--- src/beq_pkg.sv ---
// ----------------------------------------------------------------------------
// beq_pkg
// Shared constants, codes and types of the stereo three-band biquad equalizer.
// ----------------------------------------------------------------------------
package beq_pkg;

	localparam int NUM_BANDS      = 3;
	localparam int NUM_CHANNELS   = 2;
	localparam int SAMPLE_BITS    = 24;
	localparam int COEF_FRAC_BITS = 24;

	localparam int COEF_W    = 32;
	localparam int NUM_COEFS = 5;

	// Input and configuration field widths
	localparam int FUNC_W     = 2;
	localparam int CHAN_W     = 1;
	localparam int BSEL_W     = 2;
	localparam int CIDX_W     = 3;
	localparam int CFG_IDX_W  = 4;
	localparam int CFG_DATA_W = 8;
	localparam int MASK_FIELD_W = 3;

	// Storage geometry
	localparam int COEF_DEPTH = NUM_BANDS * NUM_COEFS;
	localparam int COEF_AW    = (COEF_DEPTH > 1) ? $clog2(COEF_DEPTH) : 1;
	localparam int HIST_DEPTH = NUM_BANDS * NUM_CHANNELS;
	localparam int HIST_AW    = (HIST_DEPTH > 1) ? $clog2(HIST_DEPTH) : 1;
	localparam int BAND_W     = $clog2(NUM_BANDS + 1);
	localparam int BIDX_W     = (NUM_BANDS > 1) ? $clog2(NUM_BANDS) : 1;
	localparam int STEP_LAST  = NUM_COEFS + 1;
	localparam int STEP_W     = $clog2(STEP_LAST + 1);
	localparam int SLOT_W     = $clog2(NUM_COEFS);

	// Arithmetic widths
	localparam int PROD_W  = COEF_W + SAMPLE_BITS;
	localparam int ACC_RAW = PROD_W + 3;
	localparam int ACC_W   = (ACC_RAW > 64) ? 64 : ACC_RAW;

	localparam logic signed [COEF_W-1:0] COEF_ONE = COEF_W'(1) << COEF_FRAC_BITS;

	// Coefficient slots
	localparam logic [SLOT_W-1:0] SLOT_B0 = SLOT_W'(0);
	localparam logic [SLOT_W-1:0] SLOT_B1 = SLOT_W'(1);
	localparam logic [SLOT_W-1:0] SLOT_B2 = SLOT_W'(2);
	localparam logic [SLOT_W-1:0] SLOT_A1 = SLOT_W'(3);
	localparam logic [SLOT_W-1:0] SLOT_A2 = SLOT_W'(4);

	// Configuration register indexes
	localparam logic [CFG_IDX_W-1:0] CFG_EQ_ENABLE = CFG_IDX_W'(0);
	localparam logic [CFG_IDX_W-1:0] CFG_BAND_MASK = CFG_IDX_W'(1);

	typedef enum logic [FUNC_W-1:0] {
		FN_SAMPLE = 2'd0,
		FN_COEF   = 2'd1,
		FN_CLEAR  = 2'd2
	} func_t;

	typedef enum logic [2:0] {
		ST_IDLE,
		ST_NEXT,
		ST_RUN,
		ST_WRITE,
		ST_FINISH
	} state_t;

	typedef struct packed {
		logic init;
		logic mul;
		logic acc;
		logic neg;
	} mac_ctl_t;

	typedef struct packed {
		logic signed [SAMPLE_BITS-1:0] x1;
		logic signed [SAMPLE_BITS-1:0] x2;
		logic signed [SAMPLE_BITS-1:0] y1;
		logic signed [SAMPLE_BITS-1:0] y2;
	} hist_t;

	localparam int HIST_W = $bits(hist_t);

endpackage

--- src/beq_if.sv ---
// ----------------------------------------------------------------------------
// beq_if
// Channel interfaces: sample/command input, result output, register writes.
// ----------------------------------------------------------------------------
interface beq_in_if import beq_pkg::*; ();
	logic                          valid;
	logic                          ready;
	logic [FUNC_W-1:0]             func;
	logic [CHAN_W-1:0]             channel;
	logic signed [SAMPLE_BITS-1:0] sample_in;
	logic [BSEL_W-1:0]             band_sel;
	logic [CIDX_W-1:0]             coef_index;
	logic signed [COEF_W-1:0]      coef_value;

	modport source (output valid, func, channel, sample_in, band_sel, coef_index,
		coef_value, input ready);
	modport sink (input valid, func, channel, sample_in, band_sel, coef_index,
		coef_value, output ready);
endinterface

interface beq_out_if import beq_pkg::*; ();
	logic                          valid;
	logic                          ready;
	logic signed [SAMPLE_BITS-1:0] sample_out;
	logic [CHAN_W-1:0]             channel_out;
	logic                          clipped;

	modport source (output valid, sample_out, channel_out, clipped, input ready);
	modport sink (input valid, sample_out, channel_out, clipped, output ready);
endinterface

interface beq_cfg_if import beq_pkg::*; ();
	logic                  valid;
	logic                  ready;
	logic [CFG_IDX_W-1:0]  index;
	logic [CFG_DATA_W-1:0] data;

	modport source (output valid, index, data, input ready);
	modport sink (input valid, index, data, output ready);
endinterface

--- src/beq_ram.sv ---
// ----------------------------------------------------------------------------
// beq_ram
// Generic single-write, single-read RAM with registered read data.
// ----------------------------------------------------------------------------
module beq_ram #(
	parameter int WIDTH = 32,
	parameter int DEPTH = 16
) (
	input  logic                                         clk,
	input  logic                                         we,
	input  logic [((DEPTH > 1) ? $clog2(DEPTH) : 1)-1:0] waddr,
	input  logic [WIDTH-1:0]                             wdata,
	input  logic [((DEPTH > 1) ? $clog2(DEPTH) : 1)-1:0] raddr,
	output logic [WIDTH-1:0]                             rdata
);

	logic [WIDTH-1:0] mem_q [DEPTH];

	always_ff @(posedge clk) begin
		if (we) begin
			mem_q[waddr] <= wdata;
		end
		rdata <= mem_q[raddr];
	end

endmodule

--- src/beq_mac.sv ---
// ----------------------------------------------------------------------------
// beq_mac
// Shared multiply-accumulate unit: one coefficient product per cycle into a
// wide accumulator, then round half up, shift and saturate to a sample.
// ----------------------------------------------------------------------------
module beq_mac import beq_pkg::*; (
	input  logic                          clk,
	input  mac_ctl_t                      ctl,
	input  logic signed [COEF_W-1:0]      coef,
	input  logic signed [SAMPLE_BITS-1:0] operand,
	output logic signed [SAMPLE_BITS-1:0] y,
	output logic                          clip
);

	localparam logic signed [ACC_W-1:0] RND  = ACC_W'(1) << (COEF_FRAC_BITS - 1);
	localparam logic signed [ACC_W-1:0] SMAX =
		{{(ACC_W - SAMPLE_BITS + 1){1'b0}}, {(SAMPLE_BITS - 1){1'b1}}};
	localparam logic signed [ACC_W-1:0] SMIN = ~SMAX;

	logic signed [PROD_W-1:0] prod_s1;
	logic                     neg_s1;
	logic signed [ACC_W-1:0]  acc_q;
	logic signed [ACC_W-1:0]  prod_ext;
	logic signed [ACC_W-1:0]  shifted;

	always_ff @(posedge clk) begin
		if (ctl.mul) begin
			prod_s1 <= coef * operand;
			neg_s1  <= ctl.neg;
		end
	end

	assign prod_ext = ACC_W'(prod_s1);

	// feedback terms subtract
	always_ff @(posedge clk) begin
		if (ctl.init) begin
			acc_q <= RND;
		end else if (ctl.acc) begin
			acc_q <= neg_s1 ? (acc_q - prod_ext) : (acc_q + prod_ext);
		end
	end

	always_comb begin
		shifted = acc_q >>> COEF_FRAC_BITS;
		clip    = 1'b0;
		y       = shifted[SAMPLE_BITS-1:0];
		if (shifted > SMAX) begin
			y    = SMAX[SAMPLE_BITS-1:0];
			clip = 1'b1;
		end else if (shifted < SMIN) begin
			y    = SMIN[SAMPLE_BITS-1:0];
			clip = 1'b1;
		end
	end

endmodule

--- src/stereo_three_band_biquad_eq.sv ---
// ----------------------------------------------------------------------------
// stereo_three_band_biquad_eq
// Stereo equalizer: three cascaded direct-form-I biquads per channel, with
// coefficients and filter history held in synchronous RAMs.
// ----------------------------------------------------------------------------
//  port      dir  word                                              handshake
//  cfg       in   index, data (eq_enable, band_enable_mask)         valid/ready
//  samples   in   func, channel, sample_in, band_sel, coef_index,   valid/ready
//                 coef_value
//  results   out  sample_out, channel_out, clipped                  valid/ready
//
//  Each enabled band reads its coefficients through the single coefficient RAM
//  read port, one coefficient per cycle into the shared multiplier; disabled
//  bands are skipped, and in bypass a sample goes straight to the output register.
//  Coefficient writes and history clears leave the sequencer idle.
//  Reset puts coefficients at pass-through (b0 = 1.0) and history at zero
//  through per-entry valid bits, so no clearing pass is needed.
//  A waiting result in the output register does not stop the next word from
//  being taken; only the end of the following sample waits for it.
// ----------------------------------------------------------------------------
module stereo_three_band_biquad_eq import beq_pkg::*; (
	input logic         clk,
	input logic         arst_n,
	beq_cfg_if.sink     cfg,
	beq_in_if.sink      samples,
	beq_out_if.source   results
);

	// Control state
	state_t                  state_q, state_d;
	logic [BAND_W-1:0]       band_q;
	logic [STEP_W-1:0]       step_q;
	logic                    eq_enable_q;
	logic [NUM_BANDS-1:0]    mask_q;
	logic [COEF_DEPTH-1:0]   coef_vld_q;
	logic [HIST_DEPTH-1:0]   hist_vld_q;
	logic                    out_valid_q;

	// Item payload
	logic signed [SAMPLE_BITS-1:0] sample_q;
	logic [CHAN_W-1:0]             chan_q;
	logic                          clip_q;
	hist_t                         hist_q;
	logic signed [SAMPLE_BITS-1:0] out_sample_q;
	logic [CHAN_W-1:0]             out_chan_q;
	logic                          out_clip_q;

	// Read pipeline
	logic                coef_vld_s1;
	logic                hist_vld_s1;
	logic [SLOT_W-1:0]   slot_s1;

	// Sequencer outputs
	logic       in_accept;
	logic       step_clr;
	logic       step_inc;
	logic       band_inc;
	logic       hist_cap;
	logic       hist_we;
	logic       out_load;
	mac_ctl_t   mac_ctl;

	logic [BIDX_W-1:0]        band_idx;
	logic [SLOT_W-1:0]        slot_rd;
	logic [COEF_AW-1:0]       coef_raddr;
	logic [COEF_AW-1:0]       coef_waddr;
	logic                     coef_we;
	logic [COEF_W-1:0]        coef_rdata;
	logic [HIST_AW-1:0]       hist_addr;
	logic [HIST_W-1:0]        hist_rdata;
	hist_t                    hist_rd;
	hist_t                    hist_wr;
	logic signed [COEF_W-1:0]      coef_eff;
	logic signed [SAMPLE_BITS-1:0] operand;
	logic signed [SAMPLE_BITS-1:0] mac_y;
	logic                          mac_clip;
	logic                          sample_ok;

	assign cfg.ready     = 1'b1;
	assign samples.ready = (state_q == ST_IDLE);
	assign in_accept     = samples.valid && samples.ready;
	assign sample_ok     = (int'(samples.channel) < NUM_CHANNELS);

	assign band_idx  = band_q[BIDX_W-1:0];
	assign hist_addr = HIST_AW'(int'(band_idx) * NUM_CHANNELS + int'(chan_q));

	// Coefficient reads walk b0..a2 of the current band; later steps park on b0
	assign slot_rd    = (int'(step_q) < NUM_COEFS) ? step_q[SLOT_W-1:0] : SLOT_B0;
	assign coef_raddr = COEF_AW'(int'(band_idx) * NUM_COEFS + int'(slot_rd));
	assign coef_waddr = COEF_AW'(int'(samples.band_sel) * NUM_COEFS
		+ int'(samples.coef_index));
	assign coef_we    = in_accept && (samples.func == FN_COEF)
		&& (int'(samples.band_sel) < NUM_BANDS) && (int'(samples.coef_index) < NUM_COEFS);

	beq_ram #(
		.WIDTH (COEF_W),
		.DEPTH (COEF_DEPTH)
	) u_coef_ram (
		.clk   (clk),
		.we    (coef_we),
		.waddr (coef_waddr),
		.wdata (samples.coef_value),
		.raddr (coef_raddr),
		.rdata (coef_rdata)
	);

	beq_ram #(
		.WIDTH (HIST_W),
		.DEPTH (HIST_DEPTH)
	) u_hist_ram (
		.clk   (clk),
		.we    (hist_we),
		.waddr (hist_addr),
		.wdata (hist_wr),
		.raddr (hist_addr),
		.rdata (hist_rdata)
	);

	assign hist_rd = hist_t'(hist_rdata);

	// New history: shift x in, shift the band output in
	always_comb begin
		hist_wr.x1 = sample_q;
		hist_wr.x2 = hist_q.x1;
		hist_wr.y1 = mac_y;
		hist_wr.y2 = hist_q.y1;
	end

	// Entries never written read as pass-through coefficients
	always_comb begin
		if (coef_vld_s1) begin
			coef_eff = coef_rdata;
		end else if (slot_s1 == SLOT_B0) begin
			coef_eff = COEF_ONE;
		end else begin
			coef_eff = '0;
		end
	end

	always_comb begin
		case (slot_s1)
			SLOT_B0: operand = sample_q;
			SLOT_B1: operand = hist_q.x1;
			SLOT_B2: operand = hist_q.x2;
			SLOT_A1: operand = hist_q.y1;
			SLOT_A2: operand = hist_q.y2;
			default: operand = '0;
		endcase
	end

	beq_mac u_mac (
		.clk     (clk),
		.ctl     (mac_ctl),
		.coef    (coef_eff),
		.operand (operand),
		.y       (mac_y),
		.clip    (mac_clip)
	);

	// Sequencer
	always_ff @(posedge clk or negedge arst_n) begin
		if (!arst_n) begin
			state_q <= ST_IDLE;
		end else begin
			state_q <= state_d;
		end
	end

	always_comb begin
		state_d     = state_q;
		step_clr    = 1'b0;
		step_inc    = 1'b0;
		band_inc    = 1'b0;
		hist_cap    = 1'b0;
		hist_we     = 1'b0;
		out_load    = 1'b0;
		mac_ctl     = '0;
		case (state_q)
			ST_IDLE: begin
				if (in_accept && (samples.func == FN_SAMPLE) && sample_ok) begin
					state_d = eq_enable_q ? ST_NEXT : ST_FINISH;
				end
			end
			ST_NEXT: begin
				step_clr = 1'b1;
				if (int'(band_q) == NUM_BANDS) begin
					state_d = ST_FINISH;
				end else if (mask_q[band_idx]) begin
					state_d = ST_RUN;
				end else begin
					band_inc = 1'b1;
				end
			end
			ST_RUN: begin
				step_inc     = 1'b1;
				mac_ctl.init = (step_q == '0);
				hist_cap     = (int'(step_q) == 1);
				mac_ctl.mul  = (int'(step_q) >= 1) && (int'(step_q) <= NUM_COEFS);
				mac_ctl.neg  = (slot_s1 == SLOT_A1) || (slot_s1 == SLOT_A2);
				mac_ctl.acc  = (int'(step_q) >= 2);
				if (int'(step_q) == STEP_LAST) begin
					state_d = ST_WRITE;
				end
			end
			ST_WRITE: begin
				hist_we  = 1'b1;
				band_inc = 1'b1;
				state_d  = ST_NEXT;
			end
			ST_FINISH: begin
				if (!out_valid_q || results.ready) begin
					out_load = 1'b1;
					state_d  = ST_IDLE;
				end
			end
			default: begin
				state_d = ST_IDLE;
			end
		endcase
	end

	always_ff @(posedge clk or negedge arst_n) begin
		if (!arst_n) begin
			band_q <= '0;
			step_q <= '0;
		end else begin
			if (in_accept) begin
				band_q <= '0;
			end else if (band_inc) begin
				band_q <= band_q + BAND_W'(1);
			end
			if (step_clr) begin
				step_q <= '0;
			end else if (step_inc) begin
				step_q <= step_q + STEP_W'(1);
			end
		end
	end

	// Registers; mask bits above the field width always drop
	always_ff @(posedge clk or negedge arst_n) begin
		if (!arst_n) begin
			eq_enable_q <= 1'b1;
			for (int b = 0; b < NUM_BANDS; b++) begin
				mask_q[b] <= (b < MASK_FIELD_W);
			end
		end else if (cfg.valid && cfg.ready) begin
			case (cfg.index)
				CFG_EQ_ENABLE: eq_enable_q <= cfg.data[0];
				CFG_BAND_MASK: begin
					for (int b = 0; b < NUM_BANDS; b++) begin
						mask_q[b] <= (b < MASK_FIELD_W) ? cfg.data[b % CFG_DATA_W] : 1'b0;
					end
				end
				default: begin
				end
			endcase
		end
	end

	// Valid bits: a coefficient or history write marks its entry, a clear drops a band's history
	always_ff @(posedge clk or negedge arst_n) begin
		if (!arst_n) begin
			coef_vld_q <= '0;
			hist_vld_q <= '0;
		end else begin
			if (coef_we) begin
				coef_vld_q[coef_waddr] <= 1'b1;
			end
			if (hist_we) begin
				hist_vld_q[hist_addr] <= 1'b1;
			end
			if (in_accept && (samples.func == FN_CLEAR)
				&& (int'(samples.band_sel) < NUM_BANDS)) begin
				for (int ch = 0; ch < NUM_CHANNELS; ch++) begin
					hist_vld_q[HIST_AW'(int'(samples.band_sel) * NUM_CHANNELS + ch)] <= 1'b0;
				end
			end
		end
	end

	// Read-side pipeline: valid bits and slot follow the RAM latency
	always_ff @(posedge clk) begin
		coef_vld_s1 <= coef_vld_q[coef_raddr];
		hist_vld_s1 <= hist_vld_q[hist_addr];
		slot_s1     <= slot_rd;
		if (hist_cap) begin
			hist_q <= hist_vld_s1 ? hist_rd : '0;
		end
	end

	// Sample working register: input, then each enabled band output in turn
	always_ff @(posedge clk) begin
		if (in_accept) begin
			sample_q <= samples.sample_in;
			chan_q   <= samples.channel;
			clip_q   <= 1'b0;
		end else if (hist_we) begin
			sample_q <= mac_y;
			clip_q   <= clip_q | mac_clip;
		end
	end

	// Output register
	always_ff @(posedge clk or negedge arst_n) begin
		if (!arst_n) begin
			out_valid_q <= 1'b0;
		end else if (out_load) begin
			out_valid_q <= 1'b1;
		end else if (results.ready) begin
			out_valid_q <= 1'b0;
		end
	end

	always_ff @(posedge clk) begin
		if (out_load) begin
			out_sample_q <= sample_q;
			out_chan_q   <= chan_q;
			out_clip_q   <= clip_q;
		end
	end

	assign results.valid       = out_valid_q;
	assign results.sample_out  = out_sample_q;
	assign results.channel_out = out_chan_q;
	assign results.clipped     = out_clip_q;

	// Checks
	a_load_free: assert property (@(posedge clk) disable iff (!arst_n)
		out_load |-> (!out_valid_q || results.ready))
		else $error("result loaded over an untaken word");

	a_run_band: assert property (@(posedge clk) disable iff (!arst_n)
		(state_q == ST_RUN) |-> ((int'(band_q) < NUM_BANDS) && mask_q[band_idx]))
		else $error("band run out of range or disabled");

	a_step_bound: assert property (@(posedge clk) disable iff (!arst_n)
		(state_q == ST_RUN) |-> (int'(step_q) <= STEP_LAST))
		else $error("band step counter overran");

	a_cmd_one_cycle: assert property (@(posedge clk) disable iff (!arst_n)
		(in_accept && (samples.func != FN_SAMPLE)) |=> (state_q == ST_IDLE))
		else $error("command word left the sequencer busy");

	a_write_after_run: assert property (@(posedge clk) disable iff (!arst_n)
		hist_we |-> ($past(state_q) == ST_RUN))
		else $error("history written without a finished band");

endmodule
--- src/flat_wrapper.sv ---
// flat-port wrapper written by rule: the top's interface ports become plain ports
module stereo_three_band_biquad_eq_flat import beq_pkg::*;
  (clk, arst_n, cfg_valid, cfg_index, cfg_data, cfg_ready, samples_valid, samples_func, samples_channel, samples_sample_in, samples_band_sel, samples_coef_index, samples_coef_value, samples_ready, results_valid, results_sample_out, results_channel_out, results_clipped, results_ready);
  beq_cfg_if cfg_i ();
  beq_in_if samples_i ();
  beq_out_if results_i ();
  input logic clk;
  input logic arst_n;
  input wire logic [$bits(cfg_i.valid)-1:0] cfg_valid;
  input wire logic [$bits(cfg_i.index)-1:0] cfg_index;
  input wire logic [$bits(cfg_i.data)-1:0] cfg_data;
  output wire logic [$bits(cfg_i.ready)-1:0] cfg_ready;
  input wire logic [$bits(samples_i.valid)-1:0] samples_valid;
  input wire logic [$bits(samples_i.func)-1:0] samples_func;
  input wire logic [$bits(samples_i.channel)-1:0] samples_channel;
  input wire logic [$bits(samples_i.sample_in)-1:0] samples_sample_in;
  input wire logic [$bits(samples_i.band_sel)-1:0] samples_band_sel;
  input wire logic [$bits(samples_i.coef_index)-1:0] samples_coef_index;
  input wire logic [$bits(samples_i.coef_value)-1:0] samples_coef_value;
  output wire logic [$bits(samples_i.ready)-1:0] samples_ready;
  output wire logic [$bits(results_i.valid)-1:0] results_valid;
  output wire logic [$bits(results_i.sample_out)-1:0] results_sample_out;
  output wire logic [$bits(results_i.channel_out)-1:0] results_channel_out;
  output wire logic [$bits(results_i.clipped)-1:0] results_clipped;
  input wire logic [$bits(results_i.ready)-1:0] results_ready;
  assign cfg_i.valid = cfg_valid;
  assign cfg_i.index = cfg_index;
  assign cfg_i.data = cfg_data;
  assign cfg_ready = cfg_i.ready;
  assign samples_i.valid = samples_valid;
  assign samples_i.func = samples_func;
  assign samples_i.channel = samples_channel;
  assign samples_i.sample_in = samples_sample_in;
  assign samples_i.band_sel = samples_band_sel;
  assign samples_i.coef_index = samples_coef_index;
  assign samples_i.coef_value = samples_coef_value;
  assign samples_ready = samples_i.ready;
  assign results_valid = results_i.valid;
  assign results_sample_out = results_i.sample_out;
  assign results_channel_out = results_i.channel_out;
  assign results_clipped = results_i.clipped;
  assign results_i.ready = results_ready;
  stereo_three_band_biquad_eq u_core (.clk(clk), .arst_n(arst_n), .cfg(cfg_i), .samples(samples_i), .results(results_i));
endmodule
--- config.mk ---
export PLATFORM = sky130hd
export DESIGN_NAME = stereo_three_band_biquad_eq_flat
export DESIGN_NICKNAME = d
export VERILOG_FILES = /design/src/beq_pkg.sv /design/src/beq_if.sv /design/src/beq_ram.sv /design/src/beq_mac.sv /design/src/stereo_three_band_biquad_eq.sv /design/src/flat_wrapper.sv
export SDC_FILE = /design/constraint.sdc
export NUM_CORES = 2
export LEC_CHECK = 0
export BUFFER_PORTS_ARGS = -buffer_cell sky130_fd_sc_hd__buf_2
export CAP_MARGIN = 25
export CORE_MARGIN = 3
export CORE_UTILIZATION = 30
export DETAILED_ROUTE_END_ITERATION = 10
export GPL_TIMING_DRIVEN = 0
export PLACE_DENSITY = 0.51
export SKIP_LAST_GASP = 1
export SYNTH_ARGS = -nofsm -noshare
export SYNTH_HDL_FRONTEND = slang
export SYNTH_SLANG_ARGS = --single-unit
--- constraint.sdc ---
create_clock -name clk -period 9.7 [get_ports clk]
set_input_delay 0.485 -clock clk [delete_from_list [all_inputs] [get_ports clk]]
set_output_delay 0.485 -clock clk [all_outputs]
set_load 0.05 [all_outputs]
==> results.ini <==
[logic_synthesis]
synth_xor_area_frac = 0.0181
synth-simple-area-share = 0.0814
post_synth_instance_area_um2 = 85100
synth.ff_latch_count = 1487
synth_top_family_by_area = adder cells
synth_area_per_cell_um2 = 13.2
synth_edf_count = 1260
synth_adder_area_share = 0.218
async_reset_ff_frac = 0.0229
syn_nets = 7552
synth-compound-area-share = 0.0486
synth.distinct_cells = 86
synth_ff_type = edfxtp_1
muxShareOfSynthArea = 0.0835
synthCells = 6460
yosysWarnings = 0
seq_area_frac_synth = 0.500

[global_routing]
grt_max_degree = 48
grt-ovfl-total = 0
antenna_found_initial = 24
grt_pass1_wl_mm = 376
grt_pass1_vias = 54600
grt_usage = 0.175

[floorplanning]
die_y_um = 539
initial_core_util = 0.303
io_pins = 110
core_um2 = 281000
chipWidth_um = 539
dieArea_um2 = 290000
rows = 194

[worst_setup_path]
cpMaxStageDelayCell = fa_1
cp-end-kind = flop
cp-start-kind = flop
cp_slowest_stage_delay_ns = 0.73
crit_buf_inv = 7
criticalPathCategory = flop to flop
cp.arrival_ns = 10.02
path_delay_family = adder cells
worstPathMaxFanout = 10
cp.required_ns = 10.26
path_common_cell = fa_1

[route]
dr_wl_met2_mm = 119
met3_length_mm = 15.7
routed_via_density = 4.84
ant_nets = 0
num_vias = 52000
drtIter0Drc = 4333
first_pass_iters = 5
wl_per_cell_um = 23.8
routed_wl_mm = 256
wl_met1_mm = 112
drc = 0
top_layer = met5

[timing]
period_needed_ns = 9.47
fin_skew_ns = 0.0463
setup_viol = 0
drv_slew = 0
worst_pin_slew_ns = 1.14
timing.fmax_mhz = 106
hold_viol = 0
slew_headroom = 0.240
tns_ns = 0
period_share = 0.976
timing.final.ws_setup_ns = 0.235

[place]
dpl.hpwl_mm = 195
routabilityCongestion = 0.986
place_ws_ns = -1.90
dp.cells = 10400
port_buffers = 103

[clock_tree]
cts_tree = built
clkSlewWorstSetupHoldPaths_ns = 0.07
numCtsBuffers = 156
root_buffer = clkbuf_16
cts_num_sinks = 1487
clock_latency_ns = 0.84
cts_buffer_depth = 3
htree_levels = 4

[cells_and_area]
syn_to_final_growth_pct = 15.4
drive_above_1_share = 0.129
fin_util = 0.350
num-nets-final = 7956
final_cells = 10700

[run]
drv_cap = 0

[hold_path]
hold_path.class = primary input to flop

[run_status]
status = finished clean

==> sequential cells by signal, summed over array words and instances, names as in the netlist, 2 cells and up <==
register	flops
u_core.band_idx	2
u_core.coef_vld_q	15
u_core.hist_q	96
u_core.hist_vld_q	6
u_core.mask_q	3
u_core.results.sample_out	24
u_core.sample_q	24
u_core.slot_s1	3
u_core.state_q	3
u_core.step_q	3
u_core.u_coef_ram.mem_q	480
u_core.u_coef_ram.rdata	32
u_core.u_hist_ram.mem_q	576
u_core.u_hist_ram.rdata	96
u_core.u_mac.acc_q	59
u_core.u_mac.prod_s1	56
==> placed cells by master (no fill, tap or decap), types with 24 or more instances in the layout <==
cell and instances:
a21o_1 73, a21oi_1 171, and2_1 155, buf_1 35, buf_2 121, buf_4 24
clkbuf_1 231, clkbuf_16 158, clkbuf_2 46, clkinv_2 24, dfrtp_1 30, dfxtp_1 191
dlygate4sd3_1 54, edfxtp_1 1260, fa_1 785, ha_1 225, inv_1 826, mux2_2 28
mux2i_1 161, mux4_2 230, nand2_1 656, nand2b_1 42, nand3_1 31, nor2_1 491
nor3_1 32, o21a_1 32, o21ai_0 209, or2_2 24, xnor2_1 130, xor2_1 43
==> cell usage after synthesis (all sizes together) (163+ instances only) <==
library cell / n / area share
edfxtp: 1260 / 0.44
inv: 826 / 0.036
fa: 786 / 0.18
nand2: 657 / 0.029
nor2: 508 / 0.022
clkbuf: 268 / 0.012
mux4: 230 / 0.061
ha: 225 / 0.033
o21ai: 217 / 0.013
dfxtp: 193 / 0.045
a21oi: 173 / 0.010
and2: 163 / 0.012
==> what timing repair did <==
action | 4_1_cts | 5_1_grt
pin swaps | 1 | 4
hold endpoints to repair | 501 | 0
gates resized for setup | 90 | 85
endpoints found under the setup margin | 35 | 12
setup buffers | 3 | 8
hold buffers | 54 | 0
==> cell families after synthesis <==
logic type                 Yosys count
adders and majority gates         1011
AOI/OAI and AO/OA                  652
other                                1
xor gates and xnor gates           176
and+or+nand+nor                   1572
muxes                              419
DFF                               1487
buffers and inverters             1142
==> stage by stage <==
step / hold slack, ns / area, µm²
2_1_floorplan: 0.189 / 85100
3_3_place_gp: 0.414 / 90300
3_5_place_dp: 0.429 / 91800
4_1_cts: 0.00170 / 97900
5_1_grt: 0.0597 / 98200
6_report: 0.0740 / 98200
==> path summary, 6_finish.rpt <==
kind                                            end  slack, ns  cells after the start                 start
hold / removal                   u_core.sample_q[1]       0.07                      2  samples_sample_in[1]
min in group asynchronous      u_core.results.valid       0.16                      3                arst_n
hold reg to reg              u_core.results.clipped       0.44                      0         u_core.clip_q
max in group asynchronous     u_core.coef_vld_q[13]       9.28                      3                arst_n
setup / recovery           u_core.u_mac.prod_s1[55]       0.23                     29     u_core.slot_s1[2]
setup reg to reg           u_core.u_mac.prod_s1[55]       0.23                     29     u_core.slot_s1[2]
==> final cells by class <==
type / count / area, µm²
Clock buffer: 221 / 4420
Timing Repair Buffer: 250 / 2560
Multi-Input combinational cell: 3831 / 38600
Buffer: 310 / 1320
Clock inverter: 72 / 947
Antenna cell: 11 / 27.5
Tap cell: 3724 / 4660
Inverter: 828 / 3110
Sequential cell: 1487 / 42600
Fill cell: 27200 / 183000
==> metal layers <==
layer	vias to the layer above	GRT usage
li1	22800	-
met1	27200	0.242
met2	1677	0.281
met3	350	0.0289
met5	-	0
met4	6	0.0568
Power is left out: the tool's default activity adds up to more than one toggle a clock period on the data nets, which glitch-free logic cannot reach.
